==> src/sv/lfu_pkg.sv <==
package lfu_pkg;

    localparam int ENTRIES_DEF    = 16;
    localparam int KEY_BITS_DEF   = 32;
    localparam int VALUE_BITS_DEF = 32;
    localparam int USES_BITS      = 32;
    localparam int CAP_BITS       = 5;
    localparam int PORT_BITS      = 32;

    localparam logic [1:0] ADDR_CAPACITY = 2'd0;
    localparam logic [CAP_BITS-1:0] CAP_RESET = 5'd16;

    typedef struct packed {
        logic hit;
        logic evicted;
    } lfu_flags_t;

endpackage

==> src/sv/lfu_cfg.sv <==
module lfu_cfg (
    input  logic                          clk,
    input  logic                          rst_n,
    input  logic                          psel,
    input  logic                          penable,
    input  logic                          pwrite,
    input  logic [1:0]                    paddr,
    input  logic [lfu_pkg::PORT_BITS-1:0] pwdata,
    output logic [lfu_pkg::PORT_BITS-1:0] prdata,
    output logic                          pready,
    output logic [lfu_pkg::CAP_BITS-1:0]  capacity
);
    logic [lfu_pkg::CAP_BITS-1:0] cap_reg;

    always_ff @(posedge clk or negedge rst_n)
    begin
        if (!rst_n)
        begin
            cap_reg <= lfu_pkg::CAP_RESET;
        end
        else if (psel && penable && pwrite && paddr == lfu_pkg::ADDR_CAPACITY)
        begin
            cap_reg <= pwdata[lfu_pkg::CAP_BITS-1:0];
        end
    end

    assign pready   = 1'b1;
    assign capacity = cap_reg;
    assign prdata   = (paddr == lfu_pkg::ADDR_CAPACITY)
                    ? {{(lfu_pkg::PORT_BITS-lfu_pkg::CAP_BITS){1'b0}}, cap_reg}
                    : '0;
endmodule

==> config.mk <==
export PLATFORM = sky130hd
export DESIGN_NAME = lfu_cfg
export DESIGN_NICKNAME = d
export VERILOG_FILES = /design/src/sv/lfu_pkg.sv /design/src/sv/lfu_cfg.sv
export SDC_FILE = /design/constraint.sdc
export NUM_CORES = 1
export LEC_CHECK = 0
export CAP_MARGIN = 20
export CORE_MARGIN = 2
export CORE_UTILIZATION = 33
export CTS_CLUSTER_DIAMETER = 30
export DETAILED_ROUTE_END_ITERATION = 8
export DONT_BUFFER_PORTS = 1
export PLACE_DENSITY = 0.46
export SYNTH_ARGS = -nofsm -noshare
export SYNTH_HDL_FRONTEND = slang
export SYNTH_SLANG_ARGS = --single-unit
==> constraint.sdc <==
create_clock -name clk -period 1.1 [get_ports clk]
set_input_delay 0.22 -clock clk [delete_from_list [all_inputs] [get_ports clk]]
set_output_delay 0.22 -clock clk [all_outputs]
set_load 0.05 [all_outputs]
# After elaboration in Yosys (flattened, before gate mapping)
# Index checks and enable logic that the tools add are counted.
dict set report word_totals {
  register_bits 5
  wordCells 6
  mem_bits_ro 0
  latch_bits 0
  ramBits 0
  in_bits 39
  memories 0
  output_inout_bits 38
}
dict set report classes {
  n_mux 1
  order_cmp 0
  shift 0
  bitwise_logic 0
  eq_ne 0
  div 0
  add_sub_neg 0
  n_reduce_logical 4
  mul 0
}
# op count
set ops {}
lappend ops {{$mux 5} 1}
lappend ops {{$logic_and 1x1->1} 3}
lappend ops {{$logic_not 2->1} 1}

# Depth between registers and ports, before layout
dict set report depth {
  depth_word 3
  mapped_depth 3
  depth_no_buf 3
}

# Least setup slack after synthesis
# No wires, ideal clock.
dict set report synth_timing {
  path_kind {reg2out}
  startpoint {register cap_reg, in the netlist capacity[4]}
  endpoint {output prdata[4] (netlist name)}
  path_buffers 0
  setup_slack_ps -152
  t_required_ps 880
  path_stages_with_launch 2
  arrival_time_ps 1032
  path_cell_list {dfstp_2 and2_2}
}
dict set report synth_via {
  elab_chain_len 1
}
# element line
set synth_lines {}
lappend synth_lines {{start: declaration} lfu_cfg.sv:13} ;# logic [lfu_pkg::CAP_BITS-1:0] cap_reg;
lappend synth_lines {{start signal: assignment} lfu_cfg.sv:19} ;# cap_reg <= lfu_pkg::CAP_RESET;
lappend synth_lines {{start signal: assignment} lfu_cfg.sv:23} ;# cap_reg <= pwdata[lfu_pkg::CAP_BITS-1:0];
lappend synth_lines {{$mux 5} lfu_cfg.sv:30} ;# ? {{(lfu_pkg::PORT_BITS-lfu_pkg::CAP_BITS){1'b0}}, cap_reg}
lappend synth_lines {{end: declaration} lfu_cfg.sv:9} ;# output logic [lfu_pkg::PORT_BITS-1:0] prdata,
# Every way passes these cells.

# Worst setup path in the final report
# Same ends and word-level chain as after synthesis.

==> impl_metrics.py <==
metrics = {
    "clock_tree": {
        "clk_path_buf_depth": 2,
        "post_cts_buffers": 0,
        "cts_buffers": 3,
        "clock_latency_ns": 0.23,
        "root_buffer": "clkbuf_4",
        "cts_sinks": 5,
        "htree_levels": 1,
        "cts_tree": "yes",
        "clk_pin_slew_ns": 0.04,
    },
    "finish": {
        "final_cell_mix": "conb_1, and2_4, mux2_2",
        "fill_cells": 138,
        "largest_register_ffs": 5,
        "layout-drive-gt1-share": 0.455,
        "nets": 95,
        "final_area_um2": 474,
        "layout_commonest_cell": "conb_1",
        "antenna_cells": 0,
        "area_growth_pct": 0.798,
    },
    "detailed_routing": {
        "drtIter0Drc": 0,
        "drc": 0,
        "drt-pass1-iter-count": 1,
        "vias": 246,
        "vias_per_cell": 3.51,
        "drt_wl_total_um": 622,
        "post_drt_wl_per_cell_um": 8.89,
        "drtAntennaViolNets": 0,
    },
    "grt": {
        "gr-total-overflow": 0,
        "grt_pass1_vias": 222,
        "track_usage": 0.0773,
        "grt_max_degree": 7,
        "grt_pass1_wl_mm": 1.01,
        "antenna_found_initial": 0,
    },
    "hold_path": {
        "hp-class": "in -> reg",
    },
    "critical_path": {
        "slowest_stage": "dfstp_2",
        "crit_path_start_kind": "register",
        "path_max_fanout": 2,
        "critPathBufInv": 0,
        "critical-path-top-delay-family": "flip-flops",
        "slowest_delay_ns": 0.52,
        "crit_arrival_ns": 0.98,
        "regToRegSetupSlack_ns": 0.16,
        "setup.worst_path.end_class": "output port",
        "crit_type": "reg -> out",
        "crit_required_ns": 0.88,
        "worstPathCellList": "and2_4",
    },
    "floorplanning": {
        "die_w_um": 41.8,
        "rows": 13,
        "coreArea_um2": 1320,
        "die_h_um": 41.8,
        "dieArea_um2": 1740,
        "initial_utilization": 0.357,
        "ioPinCount": 77,
    },
    "power": {
        "ir_drop_uv": 919,
        "power_density_nw_per_um2": 2250,
        "p_leak_uw": 0.000245,
        "finalPower_uw": 1070,
    },
    "yosys": {
        "ys_seq_area_frac": 0.269,
        "netlist_area_um2": 470,
        "synth-seq-cells": 5,
        "syn_area_per_cell_um2": 10.0,
        "yosysUniqueCellTypes": 8,
        "yosysWarnings": 0,
        "synthCells": 47,
    },
    "status": {
        "violations": "negative setup slack",
        "status": "complete, but fails checks",
    },
    "sta": {
        "max_freq_mhz": 833,
        "setup_ws_ns": -0.100,
        "skew_ns": 0,
        "slew_viol_final": 0,
        "fin_crit_sh": 1.09,
        "rsz0062_at_grt": "true",
        "setup_viol": 2,
        "timing_hold_violations_final": 0,
        "min_period_ns": 1.20,
    },
    "place": {
        "place_congestion": 0.598,
        "placed_area_um2": 433,
        "portBuffers": 0,
        "dp_hpwl_um": 542,
    },
    "run": {
        "maxCapViolCount": 0,
    },
}
final timing paths:
path                            cells after the start   startpoint          end
min in group asynchronous                           1        rst_n  capacity[2]
max in group asynchronous                           1        rst_n  capacity[4]
worst min register to register                      1  capacity[0]  capacity[0]
worst min-delay path                                1    pwdata[0]  capacity[0]
worst max-delay path                                1  capacity[4]    prdata[4]
worst max register to register                      2  capacity[4]  capacity[4]
layer usage:
metal,GRT usage,routed length (µm)
met1,0.0716,175
met2,0.125,329
met3,0.0696,117
met4,0.0194,0
met5,0,0
stage by stage:
stage,setup TNS (ns),worst slack [ns],std cells,hold slack [ns],utilization
2_1_floorplan,-0.0855,-0.0855,73,-0.0756,-
3_3_place_gp,0,0.112,65,-0.0754,0.329
3_5_place_dp,0,0.101,65,-0.0755,0.329
4_1_cts,-0.197,-0.114,70,0.123,0.360
5_1_grt,-0.240,-0.135,70,0.125,0.360
6_report,-0.171,-0.100,70,0.133,0.360
worst reg2reg max path, stage by stage (launching register included):
cell     delay [ns]
dfstp_2        0.52
buf_4          0.20
mux2_2         0.17
where the power goes:
| part | switching (µW) | internal [µW] |
|---|---|---|
| Sequential | 30.8 | 240 |
| Combinational | 459 | 132 |
| Clock | 69.2 | 137 |
layout make-up:
cell class / instances / area [µm²] / share of cell area
clock buffer: 4 / 26.3 / 0.0554
multi-input combinational: 40 / 238 / 0.501
sequential: 5 / 131 / 0.277
tap: 15 / 18.8 / 0.0396
timing repair buffer: 6 / 60.1 / 0.127
synth_stat cells:
| cell type | count | area, µm² |
|---|---|---|
| nor2_4 | 1 | 11.3 |
| dfstp_2 | 1 | 26.3 |
| and2_2 | 5 | 37.5 |
| nand4_4 | 1 | 21.3 |
| conb_1 | 2 | 7.51 |
| buf_4 | 28 | 210 |
| mux2_2 | 5 | 56.3 |
| dfrtp_1 | 4 | 100 |
logic make-up (layout without fill, tap and decap cells):
family,after synthesis,in the layout,share of synthesized area
buffers and inverters,28,10,0.447
DFF,5,5,0.269
muxes,5,5,0.120
other,2,28,0.0160
and+or+nand+nor,7,7,0.149
repair_timing:
| action | CTS | global route |
|---|---|---|
| hold buffers | 1 | 0 |
| endpoints found under the setup margin | 6 | 3 |
| endpoints found under the hold margin | 5 | 0 |
| gates resized for setup | 4 | 0 |
(Power assumes the default switching activity.)
