### src/sv/lfu_pkg.sv
package lfu_pkg;

    localparam int ENTRIES_DEF    = 16;
    localparam int KEY_BITS_DEF   = 32;
    localparam int VALUE_BITS_DEF = 32;
    localparam int USES_BITS      = 32;
    localparam int CAP_BITS       = 5;
    localparam int PORT_BITS      = 32;

    localparam logic [1:0] ADDR_CAPACITY = 2'd0;
    localparam logic [CAP_BITS-1:0] CAP_RESET = 5'd16;

    typedef struct packed {
        logic hit;
        logic evicted;
    } lfu_flags_t;

endpackage

### src/sv/lfu_core.sv
module lfu_core #(
    parameter int ENTRIES    = lfu_pkg::ENTRIES_DEF,
    parameter int KEY_BITS   = lfu_pkg::KEY_BITS_DEF,
    parameter int VALUE_BITS = lfu_pkg::VALUE_BITS_DEF
) (
    input  logic                         clk,
    input  logic                         rst_n,
    input  logic [lfu_pkg::CAP_BITS-1:0] capacity,
    input  logic                         in_valid,
    output logic                         in_ready,
    input  logic                         in_action,
    input  logic [KEY_BITS-1:0]          in_key,
    input  logic [VALUE_BITS-1:0]        in_value,
    output logic                         out_valid,
    input  logic                         out_ready,
    output lfu_pkg::lfu_flags_t          out_flags,
    output logic [VALUE_BITS-1:0]        out_read_value,
    output logic [KEY_BITS-1:0]          out_evicted_key
);
    localparam int IDX_BITS  = (ENTRIES > 1) ? $clog2(ENTRIES) : 1;
    localparam int CNT_BITS  = $clog2(ENTRIES + 1);
    localparam int RANK_BITS = IDX_BITS;

    typedef enum logic [2:0] {
        S_IDLE, S_SCAN, S_DECIDE, S_RANK, S_WRITE, S_OUT
    } state_t;

    // slot memories, one read port each, registered read
    logic [KEY_BITS-1:0]          key_mem   [ENTRIES];
    logic [VALUE_BITS-1:0]        value_mem [ENTRIES];
    logic [lfu_pkg::USES_BITS-1:0] uses_mem [ENTRIES];
    logic [RANK_BITS-1:0]         rank_mem  [ENTRIES];
    logic [ENTRIES-1:0]           valid_reg, valid_next;

    state_t                       state_reg, state_next;
    logic [CNT_BITS-1:0]          idx_reg, idx_next;
    logic [IDX_BITS-1:0]          rd_idx_reg, rd_idx_next;
    logic [KEY_BITS-1:0]          rd_key_reg;
    logic [VALUE_BITS-1:0]        rd_val_reg;
    logic [lfu_pkg::USES_BITS-1:0] rd_uses_reg;
    logic [RANK_BITS-1:0]         rd_rank_reg;
    logic [CNT_BITS-1:0]          fill_reg, fill_next;

    logic                         act_reg;
    logic [KEY_BITS-1:0]          key_reg;
    logic [VALUE_BITS-1:0]        val_reg;
    logic                         found_reg, found_next;
    logic [IDX_BITS-1:0]          fidx_reg, fidx_next;
    logic [RANK_BITS-1:0]         frank_reg, frank_next;
    logic                         vic_reg, vic_next;
    logic [IDX_BITS-1:0]          vidx_reg, vidx_next;
    logic [lfu_pkg::USES_BITS-1:0] vuses_reg, vuses_next;
    logic [RANK_BITS-1:0]         vrank_reg, vrank_next;
    logic [KEY_BITS-1:0]          vkey_reg, vkey_next;
    logic                         free_ok_reg, free_ok_next;
    logic [IDX_BITS-1:0]          free_reg, free_next;
    // update plan: mode 0 = touch, 1 = insert
    logic                         ins_reg, ins_next;
    logic [IDX_BITS-1:0]          tgt_reg, tgt_next;
    logic                         flag_hit_reg, flag_hit_next;
    logic                         flag_ev_reg, flag_ev_next;
    logic [VALUE_BITS-1:0]        rv_reg, rv_next;
    logic [KEY_BITS-1:0]          ek_reg, ek_next;

    logic [CNT_BITS-1:0]          cap_eff;
    logic                         rank_we;
    logic [RANK_BITS-1:0]         rank_wd;
    logic                         slot_we;
    logic                         uses_we;
    logic [lfu_pkg::USES_BITS-1:0] uses_wd;
    logic                         val_we;
    logic                         last_idx;

    assign cap_eff = (int'(capacity) > ENTRIES)
                   ? CNT_BITS'(ENTRIES) : CNT_BITS'(capacity);
    assign last_idx = (idx_reg == CNT_BITS'(ENTRIES - 1));
    assign rd_idx_next = idx_next[IDX_BITS-1:0];

    always_comb
    begin
        state_next   = state_reg;
        idx_next     = idx_reg;
        valid_next   = valid_reg;
        fill_next    = fill_reg;
        found_next   = found_reg;
        fidx_next    = fidx_reg;
        frank_next   = frank_reg;
        vic_next     = vic_reg;
        vidx_next    = vidx_reg;
        vuses_next   = vuses_reg;
        vrank_next   = vrank_reg;
        vkey_next    = vkey_reg;
        free_ok_next = free_ok_reg;
        free_next    = free_reg;
        ins_next     = ins_reg;
        tgt_next     = tgt_reg;
        flag_hit_next = flag_hit_reg;
        flag_ev_next  = flag_ev_reg;
        rv_next      = rv_reg;
        ek_next      = ek_reg;
        rank_we      = 1'b0;
        rank_wd      = rd_rank_reg;
        slot_we      = 1'b0;
        uses_we      = 1'b0;
        uses_wd      = rd_uses_reg;
        val_we       = 1'b0;
        case (state_reg)
            S_IDLE:
            begin
                if (in_valid)
                begin
                    state_next   = S_SCAN;
                    idx_next     = '0;
                    found_next   = 1'b0;
                    vic_next     = 1'b0;
                    free_ok_next = 1'b0;
                    flag_hit_next = 1'b0;
                    flag_ev_next  = 1'b0;
                    rv_next      = '0;
                    ek_next      = '0;
                end
            end
            S_SCAN:
            begin
                // compare one slot per cycle against key and victim
                if (valid_reg[rd_idx_reg])
                begin
                    if (!found_reg && rd_key_reg == key_reg)
                    begin
                        found_next = 1'b1;
                        fidx_next  = rd_idx_reg;
                        frank_next = rd_rank_reg;
                        rv_next    = rd_val_reg;
                    end
                    if (!vic_reg || rd_uses_reg < vuses_reg ||
                        (rd_uses_reg == vuses_reg && rd_rank_reg > vrank_reg))
                    begin
                        vic_next   = 1'b1;
                        vidx_next  = rd_idx_reg;
                        vuses_next = rd_uses_reg;
                        vrank_next = rd_rank_reg;
                        vkey_next  = rd_key_reg;
                    end
                end
                else if (!free_ok_reg)
                begin
                    free_ok_next = 1'b1;
                    free_next    = rd_idx_reg;
                end
                if (last_idx)
                begin
                    state_next = S_DECIDE;
                end
                else
                begin
                    idx_next   = idx_reg + 1'b1;
                end
            end
            S_DECIDE:
            begin
                state_next = S_OUT;
                idx_next   = '0;
                if (!act_reg)
                begin
                    flag_hit_next = found_reg;
                    if (!found_reg)
                    begin
                        rv_next = '0;
                    end
                    else
                    begin
                        ins_next   = 1'b0;
                        tgt_next   = fidx_reg;
                        state_next = S_RANK;
                    end
                end
                else
                begin
                    rv_next = '0;
                    if (cap_eff == '0)
                    begin
                        state_next = S_OUT;
                    end
                    else if (found_reg)
                    begin
                        flag_hit_next = 1'b1;
                        ins_next   = 1'b0;
                        tgt_next   = fidx_reg;
                        state_next = S_RANK;
                    end
                    else if (fill_reg >= cap_eff && vic_reg)
                    begin
                        // evict: victim slot becomes the new entry
                        flag_ev_next = 1'b1;
                        ek_next      = vkey_reg;
                        frank_next   = vrank_reg;
                        valid_next[vidx_reg] = 1'b0;
                        fill_next    = fill_reg - 1'b1;
                        ins_next     = 1'b1;
                        tgt_next     = vidx_reg;
                        state_next   = S_RANK;
                    end
                    else if (free_ok_reg)
                    begin
                        // no victim: rank raises every valid entry by one
                        frank_next = {RANK_BITS{1'b1}};
                        ins_next   = 1'b1;
                        tgt_next   = free_reg;
                        state_next = S_RANK;
                    end
                end
            end
            S_RANK:
            begin
                // age every valid entry younger than the reference rank;
                // on insert after eviction, older entries keep their rank
                if (valid_reg[rd_idx_reg] && rd_idx_reg != tgt_reg)
                begin
                    if (ins_reg)
                    begin
                        if (flag_ev_reg ? (rd_rank_reg < frank_reg) : 1'b1)
                        begin
                            rank_we = 1'b1;
                            rank_wd = rd_rank_reg + 1'b1;
                        end
                    end
                    else if (rd_rank_reg < frank_reg)
                    begin
                        rank_we = 1'b1;
                        rank_wd = rd_rank_reg + 1'b1;
                    end
                end
                if (last_idx)
                begin
                    state_next = S_WRITE;
                    idx_next   = CNT_BITS'(tgt_reg);
                end
                else
                begin
                    idx_next   = idx_reg + 1'b1;
                end
            end
            S_WRITE:
            begin
                rank_we = 1'b1;
                rank_wd = '0;
                uses_we = 1'b1;
                if (ins_reg)
                begin
                    slot_we = 1'b1;
                    val_we  = 1'b1;
                    uses_wd = lfu_pkg::USES_BITS'(1);
                    valid_next[tgt_reg] = 1'b1;
                    fill_next = fill_reg + 1'b1;
                end
                else
                begin
                    val_we  = act_reg;
                    uses_wd = (&rd_uses_reg) ? rd_uses_reg : rd_uses_reg + 1'b1;
                end
                state_next = S_OUT;
            end
            S_OUT:
            begin
                if (out_ready)
                begin
                    state_next = S_IDLE;
                end
            end
            default:
            begin
                state_next = S_IDLE;
            end
        endcase
    end

    always_ff @(posedge clk or negedge rst_n)
    begin
        if (!rst_n)
        begin
            state_reg <= S_IDLE;
            idx_reg   <= '0;
            valid_reg <= '0;
            fill_reg  <= '0;
        end
        else
        begin
            state_reg <= state_next;
            idx_reg   <= idx_next;
            valid_reg <= valid_next;
            fill_reg  <= fill_next;
        end
    end

    always_ff @(posedge clk)
    begin
        if (state_reg == S_IDLE && in_valid)
        begin
            act_reg <= in_action;
            key_reg <= in_key;
            val_reg <= in_value;
        end
        rd_idx_reg   <= rd_idx_next;
        found_reg    <= found_next;
        fidx_reg     <= fidx_next;
        frank_reg    <= frank_next;
        vic_reg      <= vic_next;
        vidx_reg     <= vidx_next;
        vuses_reg    <= vuses_next;
        vrank_reg    <= vrank_next;
        vkey_reg     <= vkey_next;
        free_ok_reg  <= free_ok_next;
        free_reg     <= free_next;
        ins_reg      <= ins_next;
        tgt_reg      <= tgt_next;
        flag_hit_reg <= flag_hit_next;
        flag_ev_reg  <= flag_ev_next;
        rv_reg       <= rv_next;
        ek_reg       <= ek_next;
    end

    // memory ports: read at rd_idx_next, write at the current index
    always_ff @(posedge clk)
    begin
        rd_key_reg  <= key_mem[rd_idx_next];
        rd_val_reg  <= value_mem[rd_idx_next];
        rd_uses_reg <= uses_mem[rd_idx_next];
        rd_rank_reg <= rank_mem[rd_idx_next];
        if (rank_we)
        begin
            rank_mem[rd_idx_reg] <= rank_wd;
        end
        if (slot_we)
        begin
            key_mem[rd_idx_reg] <= key_reg;
        end
        if (val_we)
        begin
            value_mem[rd_idx_reg] <= val_reg;
        end
        if (uses_we)
        begin
            uses_mem[rd_idx_reg] <= uses_wd;
        end
    end

    assign in_ready        = (state_reg == S_IDLE);
    assign out_valid       = (state_reg == S_OUT);
    assign out_flags.hit   = flag_hit_reg;
    assign out_flags.evicted = flag_ev_reg;
    assign out_read_value  = rv_reg;
    assign out_evicted_key = ek_reg;

`ifndef ASSERT_OFF
    a_fill_bound: assert property (@(posedge clk) disable iff (!rst_n)
        fill_reg <= CNT_BITS'(ENTRIES))
        else $error("fill count above entries");
    a_fill_match: assert property (@(posedge clk) disable iff (!rst_n)
        (state_reg == S_IDLE) |-> (CNT_BITS'($countones(valid_reg)) == fill_reg))
        else $error("fill count differs from valid slots");
    a_ev_put: assert property (@(posedge clk) disable iff (!rst_n)
        out_valid && out_flags.evicted |-> act_reg && !out_flags.hit)
        else $error("eviction on get or hit");
    a_read_get: assert property (@(posedge clk) disable iff (!rst_n)
        out_valid && act_reg |-> out_read_value == '0)
        else $error("read value on put");
    a_valid_hold: assert property (@(posedge clk) disable iff (!rst_n)
        (state_reg == S_SCAN) |=> $stable(valid_reg) || (state_reg == S_DECIDE))
        else $error("valid bits change during scan");
`endif
endmodule

### config.mk
export PLATFORM = sky130hd
export DESIGN_NAME = lfu_core
export DESIGN_NICKNAME = d
export VERILOG_FILES = /design/src/sv/lfu_pkg.sv /design/src/sv/lfu_core.sv
export SDC_FILE = /design/constraint.sdc
export NUM_CORES = 2
export LEC_CHECK = 0
export ABC_CLOCK_PERIOD_IN_PS = 7900
export BUFFER_PORTS_ARGS = -buffer_cell sky130_fd_sc_hd__buf_2
export CAP_MARGIN = 20
export CORE_MARGIN = 2
export CORE_UTILIZATION = 50
export DETAILED_ROUTE_END_ITERATION = 8
export PLACE_DENSITY_LB_ADDON = 0.3
export REMOVE_ABC_BUFFERS = 1
export SETUP_SLACK_MARGIN = 0.1
export SLEW_MARGIN = 20
export SYNTH_ARGS = -nofsm -noshare
export SYNTH_HDL_FRONTEND = slang
export SYNTH_SLANG_ARGS = --single-unit
### constraint.sdc
create_clock -name clk -period 7.9 [get_ports clk]
set_input_delay 1.185 -clock clk [delete_from_list [all_inputs] [get_ports clk]]
set_output_delay 1.185 -clock clk [all_outputs]
set_load 0.01 [all_outputs]
# After elaboration in Yosys (flattened, before gate mapping)
# Memories as Yosys holds them, arrays and structs flattened. A register that Yosys moved wholly into a read port is not among the register bits.
# Cells that the tools add are included.
# classes
n_addsub	5
n_lt_le_gt_ge	10
n_eq_ne	28
mux	110
n_bitwise	5
reduce_logical	36
# op_table
operator	n
2-to-1 mux 32 bit	12
case mux 32 bit (3 select lines)	1
2-to-1 mux 16 bit	5
2-to-1 mux 4 bit	17
== test 32 bit	2
case mux 32 bit (2 select lines)	1
2-to-1 mux 5 bit	9
2-to-1 mux 1 bit	40
adder 32 x 1 -> 32 bit, second input constant	1
less-than comparator 32 bit	1
case mux 16 bit (2 select lines)	1
AND reduction 32 bit	1
2-to-1 mux 3 bit	10
!= test 2 bit, second input constant	14
case mux 5 bit (4 select lines)	1
AND reduction 4 bit	5
case mux 3 bit (6 select lines)	1
AND 16 bit	1
NOT 16 bit	1
bitwise OR 16 bit	1
case mux 4 bit (2 select lines)	2
less-than comparator 4 x 5 -> 1 bit, second input constant	3
AND reduction 3 bit	5
!= test 3 bit, second input constant	4
other kinds (30)	55
# totals
register_bits	256
ram_bits	1600
input_bits	74
output_inout_bits	68
wordCells	223
memories	4
# memory_table
memory	words	word_bits	rd	rd_clocked_by_memory_dff	wr	line	text
key_mem	16	32	1	1	1	lfu_core.sv:29	logic [KEY_BITS-1:0] key_mem [ENTRIES];
uses_mem	16	32	1	1	1	lfu_core.sv:31	logic [lfu_pkg::USES_BITS-1:0] uses_mem [ENTRIES];
value_mem	16	32	1	1	1	lfu_core.sv:30	logic [VALUE_BITS-1:0] value_mem [ENTRIES];
rank_mem	16	4	1	1	1	lfu_core.sv:32	logic [RANK_BITS-1:0] rank_mem [ENTRIES];

# Longest topological paths before layout
# depth
depth_word	11
depth_mapped	12
depth_no_buf	9

# Worst setup path before layout
# Ideal clock, no wire load.
# synth_timing
path_type	flip-flop to flip-flop
start	register rd_uses_reg[27] in the netlist's numbering (read register of uses_mem)
end	register vidx_reg[0], enable pin
setup_ps	503
arrival_ps	5029
required_time_ps	7397
slack_ps	2368
path_stages_with_launch	8
n_path_buf	0
synth_period_minus_slack_ps	5532
cell_sequence	dfxtp_1 -> ha_1 -> nand4_1 -> or2_2 -> or4_1 -> or3_1 -> o211a_1 -> nor2_1
# synth_between
elab_chain_len	4
word_cells_on_any_way	6
classes_between	order compare (1); eq/ne (1); reduce/logical (4)
# synth_lines
element	line	text
start: declaration	lfu_core.sv:40	logic [lfu_pkg::USES_BITS-1:0] rd_uses_reg;
less-than comparator 32 bit / == test 32 bit (equally long branches)	lfu_core.sv:135, lfu_core.sv:136	
logical OR 1 bit / logical AND 1 bit (equally long branches)	lfu_core.sv:135, lfu_core.sv:136	
logical OR 1 bit *	lfu_core.sv:135	if (!vic_reg || rd_uses_reg < vuses_reg ||
AND reduction 3 bit (no source line) *	-	
end signal: assignment	lfu_core.sv:308	vidx_reg <= vidx_next;
end: declaration	lfu_core.sv:51	logic [IDX_BITS-1:0] vidx_reg, vidx_next;
# Mark *: on every way between the ends. The rest lies on a longest branch, timed or not.
# A chain may end at the register's enable or synchronous reset.

# Worst setup path in the final report
# layout_timing
start	register state_reg[1]
end	register rd_uses_reg[21] in the netlist's numbering (read register of uses_mem)
# layout_between
elab_chain_len	2
word_cells_on_any_way	5
classes_between	eq/ne (3); mux (1); reduce/logical (1)
# layout_lines
element	line	text
start: declaration	lfu_core.sv:35	state_t state_reg, state_next;
start signal: assignment	lfu_core.sv:288	state_reg <= state_next;
== test 3 x 2 -> 1 bit (tied with other cells)	lfu_core.sv:107	case (state_reg)
case mux 5 bit (4 select lines) *	lfu_core.sv:107	
# Marks and branches as above.

==> impl_metrics.ini <==
[synthesis]
avgSynthCellArea_um2 = 14.87
synth_edf_count = 1823
syn_inst = 5036
synth_ff_type = edfxtp_1
synthArstFlopShare_pct = 1.483
synth-seq-area-share_pct = 76.87
ys_ff_latch = 1956
yosys_warnings = 0
syn-cell-area_um2 = 74870
synth_cell_types = 61

[grt]
busiest_layer = met2
grt.met2_usage_pct = 38.42
grt_use_met3_pct = 3.772
grt_usage_pct = 24.08
globalRouteOverflowTotal = 0
grt_pass1_vias = 42320
grt_max_degree = 228
grt_pass1_wl_mm = 273.3
grtUsageMet1_pct = 34.29
antenna_found_initial = 2

[clock_tree]
post_cts.resized_instances = 0
postCtsSetupRepairBufs = 0
path_clk_slew_ps = 60
clock_sink_count = 1956
worst_skew_pair.late_latency_ps = 840
cts_tree = yes
root_buffer = clkbuf_16
cts_max_path_buffers = 3
cts-buffers-inserted = 190
holdBufCountCts = 0
cts_max_level = 4

[floorplan]
die_x_um = 391.0
die_y_um = 391.0
core_area_um2 = 148200
dieArea_um2 = 152800
std_cell_rows = 141
ioPinCount = 142
start_util_pct = 50.52

[placed_design]
place_congestion = 0.7909
numPortBuffers = 141
pre_cts_slack_ps = 3191
post_dp_cell_area_um2 = 77940
dp_hpwl_mm = 91.96

[pwr]
power_frac_seq_pct = 37.3
p_clk_share_pct = 23.9
totalPowerFinal_mw = 36.95
p_comb_share_pct = 38.8
power_switching_share_pct = 39.32
p_int_mw = 22.42
p_leak_nw = 28.39
power_density_nw_per_um2 = 439.5
peakVddDrop_mv = 0.8807
p_switching_mw = 14.53

[critical_path]
worstPathArrival_ps = 5500
path_max_fanout = 217
crit_required_ps = 8580
cp-end-kind = flop
critPathKind = reg2reg
startpoint_type = flop

[sta]
max_freq_mhz = 207.3
rsz0062_at_grt = no
skew_ps = 30.66
finalSetupViolCount = 0
maxSlewHeadroom_pct = 16.61
slew_viol_final = 0
fin_crit_sh_pct = 61.07
finalSetupTns_ps = 0
tightest_slew_ps = 1251
worst_slack_ps = 3075
finalHoldViolations = 0
period_minus_slack_ps = 4825

[layout]
final_area_um2 = 84070
reg_top3 = key_mem (512), uses_mem (512), value_mem (512)
num-fill-cells = 11420
mostFrequentLayoutCells = edfxtp_1 (1823), nand2_1 (1047), nand3_1 (425)
nNetsFinal = 5293
mostFrequentLayoutCell = edfxtp_1
regArea_um2 = 57550
multi_input_area_um2 = 16210
area_growth_pct = 12.30
drive_above_1_share_pct = 13.00

[drt]
drc = 0
wire_per_inst_um = 25.31
drt_pre_antenna_iters = 6
totalWireLength_mm = 183.9
ant_nets = 0
vias = 43430
drt_iter0_drc = 5166
vias_per_cell = 5.976

[hold_path]
hp-class = in2async

[status]
status = completed

[job]
maxCapViolations = 0
-- metal layers --
layer / part of all wire [%] / routed length [um] / vias to the layer above
met5: 0 / 0 / -
met4: 2.6 / 4755 / 0
met3: 8.7 / 15940 / 289
met2: 48 / 87830 / 1958
met1: 41 / 75420 / 21990
li1: - / - / 19190
-- through the flow --
stage          utilization, %  hold WS (ps)  cells
2_1_floorplan               -         427.7   4740
3_3_place_gp            52.58         432.6   6904
3_5_place_dp            52.59         434.8   6905
4_1_cts                 56.73         363.4   7266
5_1_grt                 56.73         424.1   7267
6_report                56.73         397.9   7268
-- worst paths after layout --
path | start | to | slack [ps] | depth (start not counted)
setup reg to reg | state_reg[1]$_DFFE_PN0P_ | rd_uses_reg[21]$_DFF_P_ | 3080 | 10
hold / removal | rst_n | fill_reg[4]$_DFFE_PN0P_ | 400 | 1
max in group asynchronous | rst_n | state_reg[1]$_DFFE_PN0P_ | 7010 | 1
hold reg to reg | rd_key_reg[21]$_DFF_P_ | vkey_reg[21]$_DFFE_PP_ | 440 | 0
setup / recovery | state_reg[1]$_DFFE_PN0P_ | rd_uses_reg[21]$_DFF_P_ | 3080 | 10
min in group clk | rd_key_reg[21]$_DFF_P_ | vkey_reg[21]$_DFFE_PP_ | 440 | 0
-- power by group through the flow --
stage | Combinational (mW) | Clock (mW) | Sequential, mW
after floorplan | 8.85 | 0 | 13.6
after global placement | 14.1 | 0 | 14.0
after detailed placement | 14.3 | 0 | 14.0
after CTS | 14.4 | 8.95 | 13.8
after global routing | 15.8 | 9.32 | 13.9
final | 14.4 | 8.82 | 13.8
-- area by class of cell --
| type | instances | area share (%) |
|---|---|---|
| repair buffers | 236 | 1.836 |
| clock inverters | 88 | 0.9614 |
| clock buffers | 273 | 6.326 |
| multi-input cells | 2728 | 19.28 |
| well taps | 1930 | 2.872 |
| flip-flops and latches | 1956 | 68.45 |
| diodes | 1 | 0.002976 |
| inverters | 56 | 0.2679 |
-- cell families (layout without fill, tap and decap cells) --
group	count (synthesis)	count (layout)	synth area share (%)
other	0	1	0
AO/OA/AOI/OAI	616	616	5.037
multiplexers	112	112	3.254
buffers and inverters	352	653	1.977
XOR/XNOR	71	71	0.8306
AND/OR/NAND/NOR	1878	1878	11.17
flip-flops	1956	1956	76.87
adder cells (fa/ha/maj)	51	51	0.8623
-- cells in the mapped netlist, types with 11 or more instances --
master    number  area share [%]
dfrtp_1       29            0.97
o21ai_0       40            0.27
and3_1        42            0.35
buf_1         21            0.11
buf_2         73            0.49
nand4_1      131             1.1
o21ai_1      100            0.67
mux4_2       105             3.2
nand2_1     1047             5.2
xor2_1        60            0.70
inv_1         52            0.26
a21oi_1      221             1.5
a22oi_1      201             2.0
ha_1          50            0.84
clkbuf_1     187            0.94
nand2b_1      12            0.10
edfxtp_1    1823              73
nand3_1      425             2.8
xnor2_1       11            0.13
nor3_1        37            0.25
dfxtp_1      104             2.8
nor2_1        95            0.48
and2_1        45            0.38
-- critical path, stage by stage (launching register included) --
cell     delay (ps)
dfrtp_2        1130
nor3_1          180
a211o_2         410
a21oi_4         180
buf_12          720
inv_8           460
buf_12          400
a21oi_1         320
a22oi_1         140
a22oi_1         270
o21ai_1         110
Power figures use the tool's default switching activity.
